`src/hw/rtl/kcit_pkg.sv`:
```
// ----------------------------------------------------------------------------
// kcit_pkg: shared types and constants
// Request and status codes, default table size, and the control structs
// passed between the top level and the tag search unit.
// ----------------------------------------------------------------------------
package kcit_pkg;

  localparam int unsigned ENTRIES_DEF = 16;

  localparam int unsigned KEY_W  = 64;
  localparam int unsigned PID_W  = 32;
  localparam int unsigned IP_W   = 32;
  localparam int unsigned PORT_W = 16;

  typedef enum logic [1:0] {
    REQ_INSERT = 2'd0,
    REQ_REMOVE = 2'd1,
    REQ_GET    = 2'd2,
    REQ_SET    = 2'd3
  } req_t;

  typedef enum logic [1:0] {
    ST_OK       = 2'd0,
    ST_NOTFOUND = 2'd1,
    ST_FULL     = 2'd2
  } status_t;

  // tag store write command
  typedef struct packed {
    logic we;
    logic valid;
  } tag_wr_t;

  // search outcome, qualified by done
  typedef struct packed {
    logic done;
    logic hit;
    logic has_free;
  } scan_res_t;

endpackage

```
`src/hw/rtl/kcit_tag_search.sv`:
```
// ----------------------------------------------------------------------------
// kcit_tag_search: sequential key search over the tag store
// Holds {valid, key} per slot in a registered-read memory. One shared
// 64-bit comparator walks the slots; also finds the lowest free slot.
// ----------------------------------------------------------------------------
module kcit_tag_search #(
  parameter int unsigned ENTRIES = kcit_pkg::ENTRIES_DEF,
  parameter int unsigned IDX_W   = $clog2(ENTRIES)
) (
  input  logic                        clk,
  input  logic                        rst_n,
  input  logic                        start,
  input  logic [kcit_pkg::KEY_W-1:0]  key,
  input  kcit_pkg::tag_wr_t           wr,
  input  logic [IDX_W-1:0]            wr_addr,
  input  logic [kcit_pkg::KEY_W-1:0]  wr_key,
  output logic                        ready,
  output kcit_pkg::scan_res_t         res,
  output logic [IDX_W-1:0]            hit_idx,
  output logic [IDX_W-1:0]            free_idx
);
  import kcit_pkg::*;

  localparam logic [IDX_W-1:0] LAST_IDX = IDX_W'(ENTRIES - 1);

  typedef enum logic [1:0] {S_CLEAR, S_IDLE, S_SCAN} state_t;

  logic [KEY_W:0]   tag_mem [ENTRIES];
  logic [KEY_W:0]   tag_q_r;

  state_t           state_r;
  logic [IDX_W-1:0] idx_r;
  logic             issue_done_r;
  logic             pend_r;
  logic [IDX_W-1:0] pend_idx_r;
  logic             hit_r;
  logic [IDX_W-1:0] hit_idx_r;
  logic             free_r;
  logic [IDX_W-1:0] free_idx_r;
  logic             done_r;

  logic             mem_we;
  logic [IDX_W-1:0] mem_wa;
  logic [KEY_W:0]   mem_wd;
  logic             mem_re;
  logic             cur_hit;

  // clearing pass owns the write port until the table is empty
  always_comb begin
    if (state_r == S_CLEAR) begin
      mem_we = 1'b1;
      mem_wa = idx_r;
      mem_wd = '0;
    end else begin
      mem_we = wr.we;
      mem_wa = wr_addr;
      mem_wd = {wr.valid, wr_key};
    end
  end

  assign mem_re  = (state_r == S_SCAN) && !issue_done_r;
  assign cur_hit = tag_q_r[KEY_W] && (tag_q_r[KEY_W-1:0] == key);

  always_ff @(posedge clk) begin
    if (mem_we) begin
      tag_mem[mem_wa] <= mem_wd;
    end
    if (mem_re) begin
      tag_q_r <= tag_mem[idx_r];
    end
  end

  always_ff @(posedge clk) begin
    if (!rst_n) begin
      state_r      <= S_CLEAR;
      idx_r        <= '0;
      issue_done_r <= 1'b0;
      pend_r       <= 1'b0;
      hit_r        <= 1'b0;
      free_r       <= 1'b0;
      done_r       <= 1'b0;
    end else begin
      case (state_r)
        S_CLEAR: begin
          if (idx_r == LAST_IDX) begin
            idx_r   <= '0;
            state_r <= S_IDLE;
          end else begin
            idx_r <= idx_r + 1'b1;
          end
        end
        S_IDLE: begin
          done_r <= 1'b0;
          if (start) begin
            hit_r        <= 1'b0;
            free_r       <= 1'b0;
            pend_r       <= 1'b0;
            issue_done_r <= 1'b0;
            idx_r        <= '0;
            state_r      <= S_SCAN;
          end
        end
        S_SCAN: begin
          // issue side: one read per cycle
          if (!issue_done_r) begin
            pend_r     <= 1'b1;
            pend_idx_r <= idx_r;
            if (idx_r == LAST_IDX) begin
              issue_done_r <= 1'b1;
            end else begin
              idx_r <= idx_r + 1'b1;
            end
          end else begin
            pend_r <= 1'b0;
          end
          // compare side: data of the previous read
          if (pend_r) begin
            if (cur_hit) begin
              hit_r     <= 1'b1;
              hit_idx_r <= pend_idx_r;
            end
            if (!tag_q_r[KEY_W] && !free_r) begin
              free_r     <= 1'b1;
              free_idx_r <= pend_idx_r;
            end
            if (cur_hit || (pend_idx_r == LAST_IDX)) begin
              done_r  <= 1'b1;
              state_r <= S_IDLE;
            end
          end
        end
        default: begin
          state_r <= S_IDLE;
        end
      endcase
    end
  end

  assign ready        = (state_r != S_CLEAR);
  assign res.done     = done_r;
  assign res.hit      = hit_r;
  assign res.has_free = free_r;
  assign hit_idx      = hit_idx_r;
  assign free_idx     = free_idx_r;

endmodule

```
`src/hw/rtl/keyed_connection_info_table_core.sv`:
```
// ----------------------------------------------------------------------------
// keyed_connection_info_table_core: keyed table of connection records
// Associative table of process id, IPv4 address and port keyed by a
// 64-bit handle, with insert-or-update, remove, get and field-wise set.
// ----------------------------------------------------------------------------
// One request is in flight at a time. A request walks the tag store one slot
// per cycle through a single shared key comparator, stopping at the first
// match. In the worst case (a miss, or a hit in the last slot) the walk
// covers every slot; a get adds a data read after the walk. in_stall is
// high from accept until the result is loaded into the result beat
// register. After reset the block clears the tag store, one slot per
// cycle, and holds in_stall high until the clearing pass ends. The result
// register parts the two sides: a new beat is taken while a finished
// result still waits on out_stall.
// ----------------------------------------------------------------------------
module keyed_connection_info_table_core #(
  parameter int unsigned ENTRIES = kcit_pkg::ENTRIES_DEF
) (
  input  logic                        clk,
  input  logic                        rst_n,

  input  logic                        in_valid,
  output logic                        in_stall,
  input  logic [1:0]                  in_req_type,
  input  logic [kcit_pkg::KEY_W-1:0]  in_key,
  input  logic [kcit_pkg::PID_W-1:0]  in_pid_value,
  input  logic [kcit_pkg::IP_W-1:0]   in_ip_value,
  input  logic [kcit_pkg::PORT_W-1:0] in_port_value,
  input  logic                        in_set_pid,
  input  logic                        in_set_ip,
  input  logic                        in_set_port,

  output logic                        out_valid,
  input  logic                        out_stall,
  output logic [1:0]                  out_status,
  output logic [kcit_pkg::PID_W-1:0]  out_pid,
  output logic [kcit_pkg::IP_W-1:0]   out_ip,
  output logic [kcit_pkg::PORT_W-1:0] out_port
);
  import kcit_pkg::*;

  localparam int unsigned IDX_W = $clog2(ENTRIES);

  typedef enum logic [2:0] {T_IDLE, T_SCAN, T_GETRD, T_RESP} state_t;

  // record store: separate arrays so a set writes only enabled fields
  logic [PID_W-1:0]  pid_mem  [ENTRIES];
  logic [IP_W-1:0]   ip_mem   [ENTRIES];
  logic [PORT_W-1:0] port_mem [ENTRIES];
  logic [PID_W-1:0]  pid_q_r;
  logic [IP_W-1:0]   ip_q_r;
  logic [PORT_W-1:0] port_q_r;

  state_t            state_r;

  // captured request
  req_t              req_r;
  logic [KEY_W-1:0]  key_r;
  logic [PID_W-1:0]  pid_r;
  logic [IP_W-1:0]   ip_r;
  logic [PORT_W-1:0] port_r;
  logic              set_pid_r;
  logic              set_ip_r;
  logic              set_port_r;

  // pending result
  status_t           res_status_r;
  logic [PID_W-1:0]  res_pid_r;
  logic [IP_W-1:0]   res_ip_r;
  logic [PORT_W-1:0] res_port_r;

  // result beat register
  logic              out_valid_r;
  status_t           out_status_r;
  logic [PID_W-1:0]  out_pid_r;
  logic [IP_W-1:0]   out_ip_r;
  logic [PORT_W-1:0] out_port_r;

  logic              in_accept;
  logic              srch_ready;
  scan_res_t         srch_res;
  logic [IDX_W-1:0]  hit_idx;
  logic [IDX_W-1:0]  free_idx;

  tag_wr_t           tag_wr;
  logic [IDX_W-1:0]  tag_wa;
  logic              decide;
  logic              we_pid;
  logic              we_ip;
  logic              we_port;
  logic              dat_re;
  logic [IDX_W-1:0]  dat_addr;
  status_t           dec_status;
  logic              out_free;
  logic              out_load;

  assign in_stall  = !((state_r == T_IDLE) && srch_ready);
  assign in_accept = in_valid && !in_stall;
  assign out_free  = !out_valid_r || !out_stall;
  assign out_load  = (state_r == T_RESP) && out_free;

  kcit_tag_search #(
    .ENTRIES (ENTRIES),
    .IDX_W   (IDX_W)
  ) u_search (
    .clk      (clk),
    .rst_n    (rst_n),
    .start    (in_accept),
    .key      (key_r),
    .wr       (tag_wr),
    .wr_addr  (tag_wa),
    .wr_key   (key_r),
    .ready    (srch_ready),
    .res      (srch_res),
    .hit_idx  (hit_idx),
    .free_idx (free_idx)
  );

  // Decision once the walk is done: a hit uses the matching slot, an insert
  // miss takes the lowest free slot or reports full, other misses not found.
  assign decide   = (state_r == T_SCAN) && srch_res.done;
  assign dat_addr = srch_res.hit ? hit_idx : free_idx;
  assign tag_wa   = dat_addr;

  always_comb begin
    tag_wr     = '0;
    we_pid     = 1'b0;
    we_ip      = 1'b0;
    we_port    = 1'b0;
    dat_re     = 1'b0;
    dec_status = ST_OK;
    case (req_r)
      REQ_INSERT: begin
        if (srch_res.hit || srch_res.has_free) begin
          we_pid  = decide;
          we_ip   = decide;
          we_port = decide;
          // new key claims the free slot
          tag_wr.we    = decide && !srch_res.hit;
          tag_wr.valid = 1'b1;
        end else begin
          dec_status = ST_FULL;
        end
      end
      REQ_REMOVE: begin
        if (srch_res.hit) begin
          tag_wr.we    = decide;
          tag_wr.valid = 1'b0;
        end else begin
          dec_status = ST_NOTFOUND;
        end
      end
      REQ_GET: begin
        if (srch_res.hit) begin
          dat_re = decide;
        end else begin
          dec_status = ST_NOTFOUND;
        end
      end
      REQ_SET: begin
        if (srch_res.hit) begin
          we_pid  = decide && set_pid_r;
          we_ip   = decide && set_ip_r;
          we_port = decide && set_port_r;
        end else begin
          dec_status = ST_NOTFOUND;
        end
      end
      default: begin
        dec_status = ST_NOTFOUND;
      end
    endcase
  end

  always_ff @(posedge clk) begin
    if (we_pid) begin
      pid_mem[dat_addr] <= pid_r;
    end
    if (we_ip) begin
      ip_mem[dat_addr] <= ip_r;
    end
    if (we_port) begin
      port_mem[dat_addr] <= port_r;
    end
    if (dat_re) begin
      pid_q_r  <= pid_mem[dat_addr];
      ip_q_r   <= ip_mem[dat_addr];
      port_q_r <= port_mem[dat_addr];
    end
  end

  always_ff @(posedge clk) begin
    if (!rst_n) begin
      state_r     <= T_IDLE;
      out_valid_r <= 1'b0;
    end else begin
      // new result beat, or the waiting one taken downstream
      if (out_load) begin
        out_valid_r <= 1'b1;
      end else if (!out_stall) begin
        out_valid_r <= 1'b0;
      end
      case (state_r)
        T_IDLE: begin
          if (in_accept) begin
            req_r      <= req_t'(in_req_type);
            key_r      <= in_key;
            pid_r      <= in_pid_value;
            ip_r       <= in_ip_value;
            port_r     <= in_port_value;
            set_pid_r  <= in_set_pid;
            set_ip_r   <= in_set_ip;
            set_port_r <= in_set_port;
            state_r    <= T_SCAN;
          end
        end
        T_SCAN: begin
          if (srch_res.done) begin
            res_status_r <= dec_status;
            res_pid_r    <= '0;
            res_ip_r     <= '0;
            res_port_r   <= '0;
            state_r      <= dat_re ? T_GETRD : T_RESP;
          end
        end
        T_GETRD: begin
          res_pid_r  <= pid_q_r;
          res_ip_r   <= ip_q_r;
          res_port_r <= port_q_r;
          state_r    <= T_RESP;
        end
        T_RESP: begin
          if (out_free) begin
            out_status_r <= res_status_r;
            out_pid_r    <= res_pid_r;
            out_ip_r     <= res_ip_r;
            out_port_r   <= res_port_r;
            state_r      <= T_IDLE;
          end
        end
        default: begin
          state_r <= T_IDLE;
        end
      endcase
    end
  end

  assign out_valid  = out_valid_r;
  assign out_status = out_status_r;
  assign out_pid    = out_pid_r;
  assign out_ip     = out_ip_r;
  assign out_port   = out_port_r;

endmodule

```
`config.mk`:
```
export PLATFORM = sky130hd
export DESIGN_NAME = keyed_connection_info_table_core
export DESIGN_NICKNAME = d
export VERILOG_FILES = /design/src/hw/rtl/kcit_pkg.sv /design/src/hw/rtl/kcit_tag_search.sv /design/src/hw/rtl/keyed_connection_info_table_core.sv
export SDC_FILE = /design/constraint.sdc
export NUM_CORES = 2
export LEC_CHECK = 0
export ABC_AREA = 1
export BUFFER_PORTS_ARGS = -buffer_cell sky130_fd_sc_hd__buf_2
export CORE_UTILIZATION = 41
export CTS_BUF_LIST = sky130_fd_sc_hd__clkbuf_2
export DETAILED_ROUTE_END_ITERATION = 12
export PLACE_DENSITY = 0.64
export SLEW_MARGIN = 20
export SYNTH_ARGS = -nofsm -noshare
export SYNTH_HDL_FRONTEND = slang
export SYNTH_SLANG_ARGS = --single-unit
export TNS_END_PERCENT = 30
```
`constraint.sdc`:
```
create_clock -name clk -period 11.1 [get_ports clk]
set_input_delay 3.33 -clock clk [delete_from_list [all_inputs] [get_ports clk]]
set_output_delay 3.33 -clock clk [all_outputs]
set_load 0.05 [all_outputs]
```
; Word-level counts from Yosys, hierarchy flattened
; Memory sizes are Yosys's and may differ from the RTL's. A register that Yosys moved wholly into a read port is not among the register bits.
; Cells that the tools add are included.
[word_totals]
wordCells = 164
register_bits = 340
memories = 4
mem_bits_rw = 2320
[mem_list]
columns = memory, words, word_bits, read_ports, rd_clocked_by_memory_dff, write_ports, line_no
row1 = u_search.tag_mem, 16, 65, 1, 1, 1, kcit_tag_search.sv:28  ; logic [KEY_W:0] tag_mem [ENTRIES];
row2 = ip_mem, 16, 32, 1, 1, 1, keyed_connection_info_table_core.sv:48  ; logic [IP_W-1:0] ip_mem [ENTRIES];
row3 = pid_mem, 16, 32, 1, 1, 1, keyed_connection_info_table_core.sv:47  ; logic [PID_W-1:0] pid_mem [ENTRIES];
row4 = port_mem, 16, 16, 1, 1, 1, keyed_connection_info_table_core.sv:49  ; logic [PORT_W-1:0] port_mem [ENTRIES];
[op_classes]
eq_ne = 23
n_bitwise = 1
n_reduce_logical = 43
n_mux = 64
addsub = 1
[ops]
columns = cell, n
row1 = case mux 32 bit (2 select lines), 2
row2 = 2-to-1 mux 65 bit, 1
row3 = == test 64 bit, 1
row4 = 2-to-1 mux 32 bit, 1
row5 = case mux 16 bit (2 select lines), 1
row6 = 2-to-1 mux 1 bit, 29
row7 = 2-to-1 mux 4 bit, 6
row8 = AND reduction 4 bit, 6
row9 = AND reduction 3 bit, 7
row10 = 2-to-1 mux 16 bit, 1
row11 = != test 2 bit (second input constant), 8
row12 = case mux 1 bit (2 select lines), 8
row13 = 2-to-1 mux 2 bit, 7
row14 = case mux 3 bit (4 select lines), 1
row15 = case mux 4 bit (3 select lines), 1
row16 = logical AND 1 bit, 11
row17 = 2-to-1 mux 3 bit, 3
row18 = == test 4 bit (second input constant), 2
row19 = != test 2 x 1 -> 1 bit (second input constant), 4
row20 = case mux 2 bit (2 select lines), 2
row21 = zero test 1 bit, 7
row22 = == test 2 bit (second input constant), 3
row23 = == test 3 x 2 -> 1 bit (second input constant), 2
row24 = case mux 2 bit (3 select lines), 1
row25 = other kinds (11), 17

; Logic depth before layout (Yosys ltp)
[depth]
ltp_word = 8
mapped_depth = 14

; Cells and area by module
; A second synthesis with hierarchy kept.
[hier_totals]
cells_unflattened = 9288
hier_area_um2 = 112277.7
[modules_own_cells]
columns = module, cells_each, seq_area_each_um2, n_inst, area_each_um2
row1 = keyed_connection_info_table_core, 5918, 50298.2, 1, 67561.0
row2 = kcit_tag_search, 3370, 33762.4, 1, 44716.6

; Worst setup path after synthesis
; Ideal clock, no wire load.
[synth_timing]
path_type = input -> register
startpoint = input rst_n
endpoint = register ip_r[0], enable pin
path_slack_ns = 0.695
cell_stages = 2
setup_time_ns = 0.660
arrival_ns = 9.745
required_time_ns = 10.440
path_cell_list = clkinv_1 > nor2_1
[synth_between]
elab_chain_len = 1
[synth_rtl]
columns = item, line_no
row1 = "start, declared", keyed_connection_info_table_core.sv:20  ; input logic rst_n,
row2 = AND reduction 3 bit (no line), n/a
row3 = "end signal, assigned", keyed_connection_info_table_core.sv:209  ; ip_r <= in_ip_value;
row4 = "end, declared", keyed_connection_info_table_core.sv:60  ; logic [IP_W-1:0] ip_r;
; Every way passes these cells.
; A chain may end at the register's enable or synchronous reset.

; Worst setup path after layout
[layout_timing]
startpoint = register u_search.state_r[0]
endpoint = output in_stall
[layout_between]
elab_chain_len = 3
[layout_rtl]
columns = item, line_no
row1 = "start, declared", kcit_tag_search.sv:31  ; state_t state_r;
row2 = "start signal, assigned", kcit_tag_search.sv:75  ; state_r <= S_CLEAR;
row3 = "start signal, assigned", kcit_tag_search.sv:87  ; state_r <= S_IDLE;
row4 = "start signal, assigned", kcit_tag_search.sv:100  ; state_r <= S_SCAN;
row5 = nonzero test 2 bit, kcit_tag_search.sv:139  ; assign ready = (state_r != S_CLEAR);
row6 = logical AND 1 bit, keyed_connection_info_table_core.sv:97  ; assign in_stall = !((state_r == T_IDLE) && srch_ready);
row7 = zero test 1 bit, keyed_connection_info_table_core.sv:97
row8 = "end, declared", keyed_connection_info_table_core.sv:23  ; output logic in_stall,
; Every way passes these cells.

==> impl_metrics.toml <==
[run_status]
run_status = "finished clean"

[critical_path]
worstRegToRegCells = 8
nature_of_the_critical_path_endpoint = "output pin"
worstPathArrival_ns = 3.37
cp-start-kind = "register"
worstPathMaxFanout = 29
criticalPathCategory = "reg -> out"
crit-reg2reg-capture = "u_search.tag_mem[10][15]$_DFFE_PP_"
timing.rr.start = "u_search.state_r[0]$_SDFFE_PN0P_"
timing.critical_path.required_ns = 7.77
rrSetupSlack_ns = 6.29

[floorplanning]
floorplan.initialDensity_pct = 41.3
row_count = 185
fp.dieArea_sq_mm = 0.258
ios = 237
die_width_microns = 508
floorplan.die.height_microns = 508
fp.coreArea_sq_mm = 0.254

[cts]
clock_insertion_delay_worst_skew_ns = 1.87
cts.root.buffer_cell = "sky130_fd_sc_hd__clkbuf_2"
clk_path_buf_depth = 4
clk_pin_slew_worst_paths_ns = 0.10
postCtsHoldBufs = 0
clock-sinks = 2804
post_cts.repair.setup_buffers = 0
cts-buffers-inserted = 681
tritoncts = "done"
h_tree_levels = 6
postCtsResizedCells = 0

[final_layout]
multiInputGateArea_sq_mm = 0.0188
area_growth_syn_to_layout_pct = 10.4
finish.instance_area_sq_mm = 0.116
layout_filler_cell_count = 22300
nNetsFinal = 7743
final_layout_size_suffix_gt1_share_pct = 18.4
seqCellArea_sq_mm = 0.0841

[drt]
detailroute.wirelength.met2_microns = 133000
viasPerCell = 5.53
drt_first_iter_violations = 6953
avgRoutedWirePerCell_microns = 23.9
drc = 0
detailroute.via_count = 63100
first_pass_iters = 6
wl_met1_microns = 109000
top_layer = "met5"
wirelength_microns = 272000
ant_nets = 0
routed-wl-met3_microns = 23400

[min_path]
timing.hold.worst_endpoint = "out_ip[5]$_DFFE_PP_"
min-delay-start = "res_ip_r[5]$_SDFFCE_PP0P_"
hp-class = "reg -> reg"
min_path_cells = 0

[placed_design]
dpl-instance-area_sq_mm = 0.110
port_buffers = 236
place.detailed.hpwl_microns = 134000
finalWeightedCongestion = 0.868

[grt]
grt.overflow.total = 0
via_count_of_the_first_global_routing_pass = 63200
grt.total_usage_pct = 20.6
global_route_wire_length_before_repair_microns = 397000
number_of_antenna_violations_at_the_first_check_in_global_routing = 16
largest_net_degree_at_the_start_of_global_routing = 202

[run]
drv_cap = 0

[logic_synthesis]
synthesis.area_sq_mm = 0.105
synth.ff_latch_count = 2804
post_synth_main_area_contributors = "sky130_fd_sc_hd__edfxtp_1 80%, sky130_fd_sc_hd__a22oi_1 4.6%, sky130_fd_sc_hd__nand2_1 3.5%, sky130_fd_sc_hd__nor2_1 2.6%, sky130_fd_sc_hd__o21ai_0 2.5%"
yosys_warnings = 0
share_of_synthesized_registers_carrying_an_async_set_or_reset_pct = 0
post_synth.cell_area_avg_sq_um = 15.1
synth_area_leader_cell = "sky130_fd_sc_hd__edfxtp_1"
synth_cells = 6941
yosysUniqueCellTypes = 41
synth_most_common_cell = "sky130_fd_sc_hd__edfxtp_1"
synthesis.nets = 7107
synth_commonest_cells = "2790 x sky130_fd_sc_hd__edfxtp_1, 987 x sky130_fd_sc_hd__nand2_1, 720 x sky130_fd_sc_hd__nor2_1"
synth_top_area_share_pct = 79.7
ys_dominant_reg_cell = "sky130_fd_sc_hd__edfxtp_1"
synth_sequential_area_ratio_pct = 80.0
synth-edff-count = 2790

[timing]
layout_worst_path_cycle_share_pct = 60.4
timing_max_transition_violations_final = 0
final.setup_skew_ns = 0.216
hold_ws_ns = 0.376
highest_clock_rate_mhz = 149
max-slew-margin-rel_pct = 20.6
totalNegativeSetupSlack_ns = 0
fin_crit_ns = 6.70
setup_viol_count_final = 0
setup_repair_after_global_routing_missed_its_margin = "no"
timing_hold_violations_final = 0
worstMarginPinSlew_ns = 1.19

[power]
p_per_area_mw_per_mm2 = 165
totalPowerFinal_mw = 19.1
power_leakage_nw = 40.9
ir_worst_vdd_v = 0.0000842
==> registers in the layout, summed over array words and instances, names as in the netlist, 64 cells and up <==
register / count
u_search.tag_mem: 1040
pid_mem: 512
key_r: 64
u_search.tag_q_r: 65
ip_mem: 512
port_mem: 256
==> where the power goes <==
| group | total, mW | switching (mW) | leakage (nW) | internal [mW] |
|---|---|---|---|---|
| sequential | 11.8 | 0.0524 | 26.6 | 11.7 |
| combinational | 0.839 | 0.623 | 9.88 | 0.215 |
| clock | 6.52 | 3.98 | 4.48 | 2.54 |
| total | 19.1 | 4.66 | 40.9 | 14.5 |
==> cell usage in the layout, fill, tap and decap left out, drive strengths merged <==
cell type / synthesis / final
o311ai: 1 / 1
a21oi: 15 / 15
nor2: 727 / 727
clkinv: 2 / 146
xnor2: 10 / 10
o2111ai: 2 / 2
nor4: 5 / 5
xor2: 2 / 2
buf: 220 / 365
inv: 231 / 252
nand4: 103 / 103
clkinvlp: 0 / 8
o211ai: 48 / 48
a211oi: 2 / 2
dfxtp: 14 / 14
o22ai: 46 / 46
edfxtp: 2790 / 2790
nand2: 991 / 991
nor3: 8 / 8
nor3b: 2 / 2
a22oi: 640 / 640
o21ai: 538 / 538
diode: 0 / 12
o2bb2ai: 1 / 1
or2: 10 / 10
ha: 13 / 13
and2: 1 / 1
bufinv: 0 / 10
or3: 1 / 1
clkbuf: 192 / 955
o221ai: 214 / 214
nand3: 112 / 112
==> routing by layer <==
layer | global-route usage [%] | vias to the layer above
met1 | 27.0 | 31500
met2 | 34.1 | 3082
li1 | - | 28100
met3 | 4.22 | 461
met4 | 6.91 | 4
met5 | 0 | -
==> area by class of cell <==
| class | instances | area share (%) |
|---|---|---|
| sequential | 2804 | 72.5 |
| timing repair buffer | 365 | 1.91 |
| clock inverter | 183 | 0.916 |
| antenna | 12 | 0.0259 |
| tap | 3366 | 3.63 |
| multi-input combinational | 3492 | 16.2 |
| clock buffer | 955 | 4.12 |
| inverter | 233 | 0.774 |
==> stage by stage <==
stage | std cells | setup WS (ns) | utilization (%)
floorplan | 6941 | 0.695 | -
global placement | 10300 | 5.19 | 43.3
detailed placement | 10300 | 5.09 | 43.3
CTS | 11400 | 4.13 | 45.6
global route | 11400 | 4.05 | 45.6
finish | 11400 | 4.40 | 45.6
==> worst max-delay path, stage by stage (launching register included) <==
cell	delay, ns
sky130_fd_sc_hd__dfxtp_1	0.34
sky130_fd_sc_hd__inv_1	0.14
sky130_fd_sc_hd__ha_4	0.50
sky130_fd_sc_hd__inv_1	0.23
sky130_fd_sc_hd__nand2_1	0.20
sky130_fd_sc_hd__buf_2	0.29
==> cells by family after synthesis <==
kind of cell             after synthesis  share of synthesized area, %
adder cells (fa/ha/maj)               13                         0.155
AND/OR/NAND/NOR                     1960                          7.51
buffers and inverters                645                          2.59
XOR/XNOR                              12                         0.100
flip-flops                          2804                          80.0
AO/OA/AOI/OAI                       1507                          9.66
==> how the worst max path moves through the flow <==
stage	from	endpoint	slack, ns
floorplan	rst_n	ip_r[0]$_DFFE_PP_	0.70
global placement	rst_n	ip_r[12]$_DFFE_PP_	5.19
detailed placement	rst_n	key_r[16]$_DFFE_PP_	5.09
CTS	u_search.state_r[0]$_SDFFE_PN0P_	in_stall	4.13
global route	u_search.state_r[0]$_SDFFE_PN0P_	in_stall	4.05
finish	u_search.state_r[0]$_SDFFE_PN0P_	in_stall	4.40
(Power assumes the default switching activity.)
